### config.mk
export PLATFORM = sky130hd
export DESIGN_NAME = frame_playback_sequencer
export DESIGN_NICKNAME = d
export VERILOG_FILES = /design/src/rtl/core/fps_pkg.sv /design/src/rtl/core/frame_playback_sequencer.sv /design/src/rtl/core/fps_advance.sv /design/src/rtl/core/fps_step.sv
export SDC_FILE = /design/constraint.sdc
export NUM_CORES = 1
export LEC_CHECK = 0
export BUFFER_PORTS_ARGS = -buffer_cell sky130_fd_sc_hd__buf_4
export CAP_MARGIN = 25
export CORE_MARGIN = 1.5
export CORE_UTILIZATION = 32
export DETAILED_ROUTE_END_ITERATION = 8
export PLACE_DENSITY = 0.46
export SETUP_SLACK_MARGIN = 0.5
export SYNTH_ARGS = -nofsm -noshare
export SYNTH_HDL_FRONTEND = slang
export SYNTH_SLANG_ARGS = --single-unit
### constraint.sdc
create_clock -name clk -period 16.5 [get_ports clk]
set_input_delay 3.3 -clock clk [delete_from_list [all_inputs] [get_ports clk]]
set_output_delay 3.3 -clock clk [all_outputs]
set_load 0.005 [all_outputs]
### src/rtl/core/fps_pkg.sv
// shared types, codes and constants of the frame playback sequencer
`default_nettype none
package fps_pkg;

  localparam int MAX_FRAMES_DEF = 256;

  // command codes
  localparam logic [1:0] OP_START   = 2'd0;
  localparam logic [1:0] OP_ADVANCE = 2'd1;
  localparam logic [1:0] OP_STEPBK  = 2'd2;
  localparam logic [1:0] OP_SETDIR  = 2'd3;

  // playback modes
  localparam logic [1:0] MODE_LOOP   = 2'd0;
  localparam logic [1:0] MODE_ONCE   = 2'd1;
  localparam logic [1:0] MODE_BOUNCE = 2'd2;
  localparam logic [1:0] MODE_LOOPN  = 2'd3;

  // configuration register indexes
  localparam logic [1:0] CFG_FRAME_CNT = 2'd0;
  localparam logic [1:0] CFG_PB_TYPE   = 2'd1;
  localparam logic [1:0] CFG_MAX_LOOPS = 2'd2;

  localparam logic [15:0] LOOP_SAT = 16'hFFFF;

  typedef struct packed {
    logic [1:0] opcode;
    logic [7:0] seek_frame;
    logic       start_at_last;
    logic       forward;
  } fps_in_t;

  typedef struct packed {
    logic [7:0]  frame;
    logic        frame_valid;
    logic [7:0]  prev_frame;
    logic        prev_valid;
    logic [7:0]  next_frame;
    logic        next_valid;
    logic [15:0] loops_done;
    logic        dir_forward;
    logic        done_res;
  } fps_out_t;

  typedef struct packed {
    logic [7:0]  cur_frame;
    logic        cur_valid;
    logic [7:0]  prev_frame;
    logic        prev_valid;
    logic [7:0]  anchor_idx;
    logic [15:0] loop_cnt;
    logic        dir;
    logic        running;
  } fps_state_t;

  typedef struct packed {
    logic [7:0]  last_idx;
    logic [1:0]  pb_type;
    logic [15:0] max_loops;
  } fps_cfg_t;

endpackage
`default_nettype wire

### src/rtl/core/frame_playback_sequencer.sv
// top level of the animation frame playback sequencer
//
// usage:
//   in_*  : command channel (valid/stall). one transaction is one command:
//           start, advance, step back or set direction.
//   out_* : result channel (valid/stall). exactly one result transaction per
//           command, in order: current, previous and look-ahead frame with
//           valid flags, loop count, direction and done.
//   cfg_* : plain write port for the frame count, playback_type and
//           max_loops; write only while no command is in flight.
//   order: an accepted command is held in the command register, then its
//           result is registered in the result register that drives
//           out_valid; a stalled result can hold it in the command register.
//   throughput: one command per cycle unless out_stall holds the result;
//           state update plus look-ahead is combinational between registers.
//   reset: state goes idle (blank frames, forward, count zero), config goes
//           to 2 frames, loop mode, max_loops 1, both pipeline stages empty.
//   stall: a stalled result holds; the command register still takes one
//           more command, then in_stall rises until the result is taken.
`default_nettype none
module frame_playback_sequencer #(
  parameter int MAX_FRAMES = fps_pkg::MAX_FRAMES_DEF
) (
  input  wire logic              clk,
  input  wire logic              rst_n,
  // command channel
  input  wire logic              in_valid,
  output logic                   in_stall,
  input  wire fps_pkg::fps_in_t  in_data,
  // result channel
  output logic                   out_valid,
  input  wire logic              out_stall,
  output fps_pkg::fps_out_t      out_data,
  // configuration write port
  input  wire logic              cfg_we,
  input  wire logic [1:0]        cfg_index,
  input  wire logic [15:0]       cfg_wdata
);

  // frame count ceiling: the parameter, and never beyond 8-bit indexes
  localparam int          LIM_INT   = (MAX_FRAMES < 256) ? MAX_FRAMES : 256;
  localparam logic [8:0]  FRAME_LIM = 9'(LIM_INT);

  // configuration registers
  logic [8:0]  frame_cnt_r;
  logic [1:0]  pb_type_r;
  logic [15:0] max_loops_r;

  // pipeline registers
  fps_pkg::fps_in_t    cmd_r;
  logic                cmd_vld_r;
  fps_pkg::fps_out_t   out_r;
  logic                out_vld_r;
  fps_pkg::fps_state_t st_r;

  fps_pkg::fps_cfg_t   cfg;
  fps_pkg::fps_state_t st_nxt;
  fps_pkg::fps_state_t look_st;
  fps_pkg::fps_out_t   out_nxt;
  logic [8:0]          nf_clamped;
  logic                res_ready;
  logic                in_acc;

  // clamp the frame count, last index = count - 1
  always_comb begin
    nf_clamped = frame_cnt_r;
    if (nf_clamped > FRAME_LIM) nf_clamped = FRAME_LIM;
    if (nf_clamped < 9'd2)      nf_clamped = 9'd2;
  end

  assign cfg.last_idx  = 8'(nf_clamped - 9'd1);
  assign cfg.pb_type   = pb_type_r;
  assign cfg.max_loops = max_loops_r;

  // result stage can load when empty or being drained
  assign res_ready = !out_vld_r || !out_stall;
  assign in_stall  = cmd_vld_r && !res_ready;
  assign in_acc    = in_valid && !in_stall;

  // command applied to the stored state
  fps_step u_step (
    .cmd_i (cmd_r),
    .st_i  (st_r),
    .cfg_i (cfg),
    .st_o  (st_nxt)
  );

  // look-ahead: what an advance would give from the new state
  fps_advance u_look (
    .st_i  (st_nxt),
    .cfg_i (cfg),
    .st_o  (look_st)
  );

  // result formatting; blank indexes read as zero
  always_comb begin
    logic cv;
    logic pv;
    logic nv;
    cv = st_nxt.running && st_nxt.cur_valid;
    pv = st_nxt.running && st_nxt.prev_valid;
    nv = st_nxt.running && look_st.running && look_st.cur_valid;
    out_nxt.frame       = cv ? st_nxt.cur_frame : 8'd0;
    out_nxt.frame_valid = cv;
    out_nxt.prev_frame  = pv ? st_nxt.prev_frame : 8'd0;
    out_nxt.prev_valid  = pv;
    out_nxt.next_frame  = nv ? look_st.cur_frame : 8'd0;
    out_nxt.next_valid  = nv;
    out_nxt.loops_done  = st_nxt.loop_cnt;
    out_nxt.dir_forward = st_nxt.dir;
    out_nxt.done_res    = !st_nxt.running;
  end

  // configuration writes; index beyond the list is dropped
  always_ff @(posedge clk) begin
    if (!rst_n) begin
      frame_cnt_r <= 9'd2;
      pb_type_r   <= fps_pkg::MODE_LOOP;
      max_loops_r <= 16'd1;
    end else if (cfg_we) begin
      case (cfg_index)
        fps_pkg::CFG_FRAME_CNT: frame_cnt_r <= cfg_wdata[8:0];
        fps_pkg::CFG_PB_TYPE:   pb_type_r   <= cfg_wdata[1:0];
        fps_pkg::CFG_MAX_LOOPS: max_loops_r <= cfg_wdata;
        default: ;
      endcase
    end
  end

  // control state of the two stages and the playback state
  always_ff @(posedge clk) begin
    if (!rst_n) begin
      cmd_vld_r       <= 1'b0;
      out_vld_r       <= 1'b0;
      st_r.cur_frame  <= 8'd0;
      st_r.cur_valid  <= 1'b0;
      st_r.prev_frame <= 8'd0;
      st_r.prev_valid <= 1'b0;
      st_r.anchor_idx <= 8'd0;
      st_r.loop_cnt   <= 16'd0;
      st_r.dir        <= 1'b1;
      st_r.running    <= 1'b0;
    end else begin
      cmd_vld_r <= (cmd_vld_r && !res_ready) || in_acc;
      if (res_ready) out_vld_r <= cmd_vld_r;
      if (res_ready && cmd_vld_r) st_r <= st_nxt;
    end
  end

  // payload registers
  always_ff @(posedge clk) begin
    if (in_acc) cmd_r <= in_data;
    if (res_ready && cmd_vld_r) out_r <= out_nxt;
  end

  assign out_valid = out_vld_r;
  assign out_data  = out_r;

endmodule
`default_nettype wire

### src/rtl/core/fps_advance.sv
// one-frame advance of the playback state, edge and mode handling
`default_nettype none
module fps_advance (
  input  wire fps_pkg::fps_state_t st_i,
  input  wire fps_pkg::fps_cfg_t   cfg_i,
  output fps_pkg::fps_state_t      st_o
);

  always_comb begin
    logic        edge_fr;
    logic        ok;
    logic [8:0]  nx;
    logic        under;
    logic [15:0] cnt;
    logic        dir;
    logic [8:0]  plus1;
    logic [8:0]  minus1;

    st_o   = st_i;
    ok     = 1'b1;
    under  = 1'b0;
    nx     = 9'd0;
    cnt    = st_i.loop_cnt;
    dir    = st_i.dir;
    plus1  = {1'b0, st_i.cur_frame} + 9'd1;
    minus1 = {1'b0, st_i.cur_frame} - 9'd1;
    edge_fr = !((st_i.cur_frame != 8'd0) && (st_i.cur_frame < cfg_i.last_idx));

    if (!edge_fr) begin
      nx = dir ? plus1 : minus1;
    end else begin
      case (cfg_i.pb_type)
        fps_pkg::MODE_LOOP, fps_pkg::MODE_LOOPN: begin
          if (st_i.cur_frame == st_i.anchor_idx && cnt != fps_pkg::LOOP_SAT)
            cnt = cnt + 16'd1;
          if (cfg_i.pb_type == fps_pkg::MODE_LOOPN && cnt >= cfg_i.max_loops) begin
            ok = 1'b0;
          end else if (dir) begin
            nx = (st_i.cur_frame != 8'd0) ? 9'd0 : 9'd1;
          end else if (st_i.cur_frame == 8'd0) begin
            nx = {1'b0, cfg_i.last_idx};
          end else begin
            nx = minus1;
          end
        end
        fps_pkg::MODE_ONCE: begin
          if (st_i.cur_frame != st_i.anchor_idx) begin
            ok = 1'b0;
          end else if (dir) begin
            nx = (st_i.cur_frame == 8'd0) ? 9'd1 : 9'd0;
          end else if (st_i.cur_frame != 8'd0) begin
            nx = minus1;
          end else begin
            nx = {1'b0, cfg_i.last_idx};
          end
        end
        default: begin
          // bounce: every edge counts; the direction reverses unless the count has just reached one
          if (cnt != fps_pkg::LOOP_SAT) cnt = cnt + 16'd1;
          if (cnt != 16'd1) dir = ~dir;
          if (dir) begin
            nx = plus1;
          end else begin
            nx    = minus1;
            under = (st_i.cur_frame == 8'd0);
          end
        end
      endcase
    end

    if (ok && (under || nx > {1'b0, cfg_i.last_idx})) ok = 1'b0;

    if (!st_i.running) begin
      st_o = st_i;
    end else if (!st_i.cur_valid) begin
      st_o.running = 1'b0;
    end else begin
      st_o.loop_cnt   = cnt;
      st_o.dir        = dir;
      st_o.prev_frame = st_i.cur_frame;
      st_o.prev_valid = 1'b1;
      if (ok) begin
        st_o.cur_frame = nx[7:0];
        st_o.cur_valid = 1'b1;
      end else begin
        st_o.cur_frame = 8'd0;
        st_o.cur_valid = 1'b0;
        st_o.running   = 1'b0;
      end
    end
  end

endmodule
`default_nettype wire

### src/rtl/core/fps_step.sv
// applies one command to the playback state
`default_nettype none
module fps_step (
  input  wire fps_pkg::fps_in_t    cmd_i,
  input  wire fps_pkg::fps_state_t st_i,
  input  wire fps_pkg::fps_cfg_t   cfg_i,
  output fps_pkg::fps_state_t      st_o
);

  fps_pkg::fps_state_t adv_st;

  fps_advance u_adv (
    .st_i  (st_i),
    .cfg_i (cfg_i),
    .st_o  (adv_st)
  );

  always_comb begin
    st_o = st_i;
    case (cmd_i.opcode)
      fps_pkg::OP_START: begin
        st_o.running    = 1'b1;
        st_o.anchor_idx = cmd_i.start_at_last ? cfg_i.last_idx : cmd_i.seek_frame;
        st_o.cur_frame  = cmd_i.start_at_last ? cfg_i.last_idx : cmd_i.seek_frame;
        st_o.cur_valid  = 1'b1;
        st_o.loop_cnt   = 16'd0;
      end
      fps_pkg::OP_ADVANCE: begin
        st_o = adv_st;
      end
      fps_pkg::OP_STEPBK: begin
        st_o.cur_frame  = st_i.prev_frame;
        st_o.cur_valid  = st_i.prev_valid;
        st_o.prev_frame = st_i.cur_frame;
        st_o.prev_valid = st_i.cur_valid;
      end
      default: begin
        st_o.dir = cmd_i.forward;
      end
    endcase
  end

endmodule
`default_nettype wire

==> flow_summary_export.csv <==
group,metric,value,unit
clocking,ctsResizeCount,0,
clocking,ctsLongestPathBuffers,2,
logic_synthesis,yosysMostFrequentCell,"nor2_1",
layout,drive_above_1_share,14.0,%
place,dp_hpwl,32.6,mm
power_and_ir_drop,p_per_area,91.4,nW/um^2
worst_setup_path,crit_path_end_kind,"flop",
logic_synthesis,synth_flop_cell,"dfxtp_1",
logic_synthesis,synth_edf_count,57,
logic_synthesis,yosysUniqueCellTypes,104,
worst_setup_path,crit_arrival,14.09,ns
clocking,clock_latency,0.45,ns
sta,relSlewSlack,24.0,%
sta,drv_slew,0,
floorplan,fp.coreArea,35400,sq um
logic_synthesis,ys_seq_area_share,27.7,%
routing,dr.pass1.iters,5,
routing,drc,0,
worst_setup_path,cp_max_fo,18,
worst_setup_path,crit_path_max_incr_delay,0.91,ns
grt,grt_max_degree,64,
layout,regArea,3170,sq um
sta,setup_viol,0,
sta,rsz0062_at_grt,"false",
floorplan,start_util,32.4,%
layout,fin_area,13000,sq um
grt,grt_pass1_wl,65.6,mm
place,portBuffers,81,
logic_synthesis,syn-num-nets,1530,
worst_setup_path,critPathSlowestCell,"a211oi_1",
worst_setup_path,required,16.82,ns
logic_synthesis,synth_common_cells,"nor2_1, nand2_1, a21oi_1",
clocking,cts.clk_slew.worst_paths,0.06,ns
sta,setup-tns-final,0,ns
routing,final_antenna_net_count,0,
grt,grtUsageMet3,3.53,%
grt,gr-usage-met2,38.6,%
routing,vias,11180,
logic_synthesis,avgSynthCellArea,8.08,sq um
worst_hold_path,hold_path.class,"reg2reg",
worst_setup_path,worstSetupPathType,"reg2reg",
clocking,cts_tree,"done",
sta,clock_skew,0.0128,ns
clocking,h-tree-depth,4,
floorplan,dieArea,36900,sq um
layout,nets,1554,
floorplan,die_x,192,microns
clocking,postCtsHoldBufs,0,
logic_synthesis,synth_top_cell_by_area,"edfxtp_1",
logic_synthesis,synthDominantCellAreaShare,14.9,%
power_and_ir_drop,p_leak,4.93,nW
sta,worst-slew-pin-transition,1.13,ns
grt,grt_overflow,0,
floorplan,rows,69,
routing,drt-initial-drc-count,1005,
clocking,cts_inserted_buffers,17,
floorplan,pin_count,82,
grt,met1_usage,30.1,%
logic_synthesis,ys_warn_count,0,
place,place_area,12400,sq um
grt,first_global_vias,10622,
grt,top_usage_layer,"met2",
logic_synthesis,syn_inst,1417,
layout,multi_input_area,7610,sq um
sta,hold_violations,0,
worst_setup_path,start_kind,"flop",
layout,syn_to_final_growth,13.3,%
clocking,post_cts_buffers,0,
logic_synthesis,ys_async_sr_fraction,0,%
floorplan,fp.dieH,192,microns
grt,grtUsageTotal,23.8,%
place,place_congestion,0.949,
sta,fmaxAchievable,0.0726,GHz
sta,period_share,83.4,%
clocking,clock-sinks,130,
logic_synthesis,synth_area,11500,sq um
outcome,status,"complete, no violations",
sta,fin_crit,13.77,ns
routing,vias_per_cell,5.84,
job,drv_cap,0,
logic_synthesis,synthTopCellsByArea,"edfxtp_1, dfxtp_1, ha_1",
grt,antenna_found_initial,0,
routing,wl,43.1,mm
layout,diodes,0,
routing,drt-wirelength-per-cell,22.5,microns
logic_synthesis,ys_ff_latch,130,
clocking,clock-root-buffer,"clkbuf_16",
layout,nFillCells,3729,
power_and_ir_drop,ir_drop,0.0833,mV
## per-stage QoR
stage / cells / setup WS, ns / util (%) / power, mW / hold WS (ns)
after floorplan: 1417 / 5.13 / - / 0.658 / 0.436
after global placement: 1882 / 3.02 / 34.9 / 0.787 / 0.448
after detailed placement: 1882 / 2.89 / 34.9 / 0.781 / 0.447
after CTS: 1914 / 2.86 / 36.6 / 1.19 / 0.455
after global routing: 1915 / 1.59 / 36.7 / 1.25 / 0.468
final: 1915 / 2.73 / 36.7 / 1.19 / 0.454
## critical path: cells and delay by family (launching register included)
family                   cells  cell delay [ns]
adder cells (fa/ha/maj)      4             1.18
flip-flops                   1             0.84
AND/OR/NAND/NOR             17             3.47
XOR/XNOR                     3             0.53
buffers and inverters        2             0.30
AO/OA/AOI/OAI               30             7.30
## logic make-up after synthesis
family	synth area share [%]
DFF	27.7
adders and majority gates	8.52
AOI/OAI and AO/OA	25.1
xor gates and xnor gates	5.36
buffers and inverters	5.90
and+or+nand+nor	24.2
muxes	3.21
## state kept, by name, indices dropped and copies added (netlist names)
name	cells
cmd_r	12
cmd_vld_r	1
frame_cnt_r	9
max_loops_r	16
out_data	45
out_valid	1
pb_type_r	2
st_r	44
## layout by cell type (no fill, tap or decap), types with 35 or more instances in the layout
cell type and n:
xnor2_1 52, a211oi_1 42, buf_4 96, nor3_1 35
a21oi_1 82, o21ai_0 48, edfxtp_1 57, nand3_1 42
nor2_1 165, nand2_1 121, inv_1 69, ha_1 78
dfxtp_1 73
## final cells by class
cell class	instances	area share, %
tap	461	4.45
clock buffer	21	3.71
multi-input combinational	1121	58.7
timing repair buffer	96	5.56
inverter	75	2.18
clock inverter	11	0.984
sequential	130	24.5
## power breakdown
group	internal [mW]	switching, mW	total (mW)
registers	0.351	0.0242	0.376
clock network	0.240	0.164	0.404
logic	0.152	0.254	0.406
## final timing paths
check,startpoint,to,slack [ns],depth (start not counted)
worst max-delay path,st_r[40],out_data[23],2.73,56
worst min-delay path,max_loops_r[12],max_loops_r[12],0.45,2
worst max register to register,st_r[40],out_data[23],2.73,56
worst min register to register,max_loops_r[12],max_loops_r[12],0.45,2
## routing by layer
metal / vias to the layer above / share of wire, %
met1: 5376 / 44
met3: 99 / 4.4
met4: 0 / 5.7
li1: 5330 / -
met5: - / 0
met2: 375 / 46
Power figures use the tool's default switching activity.
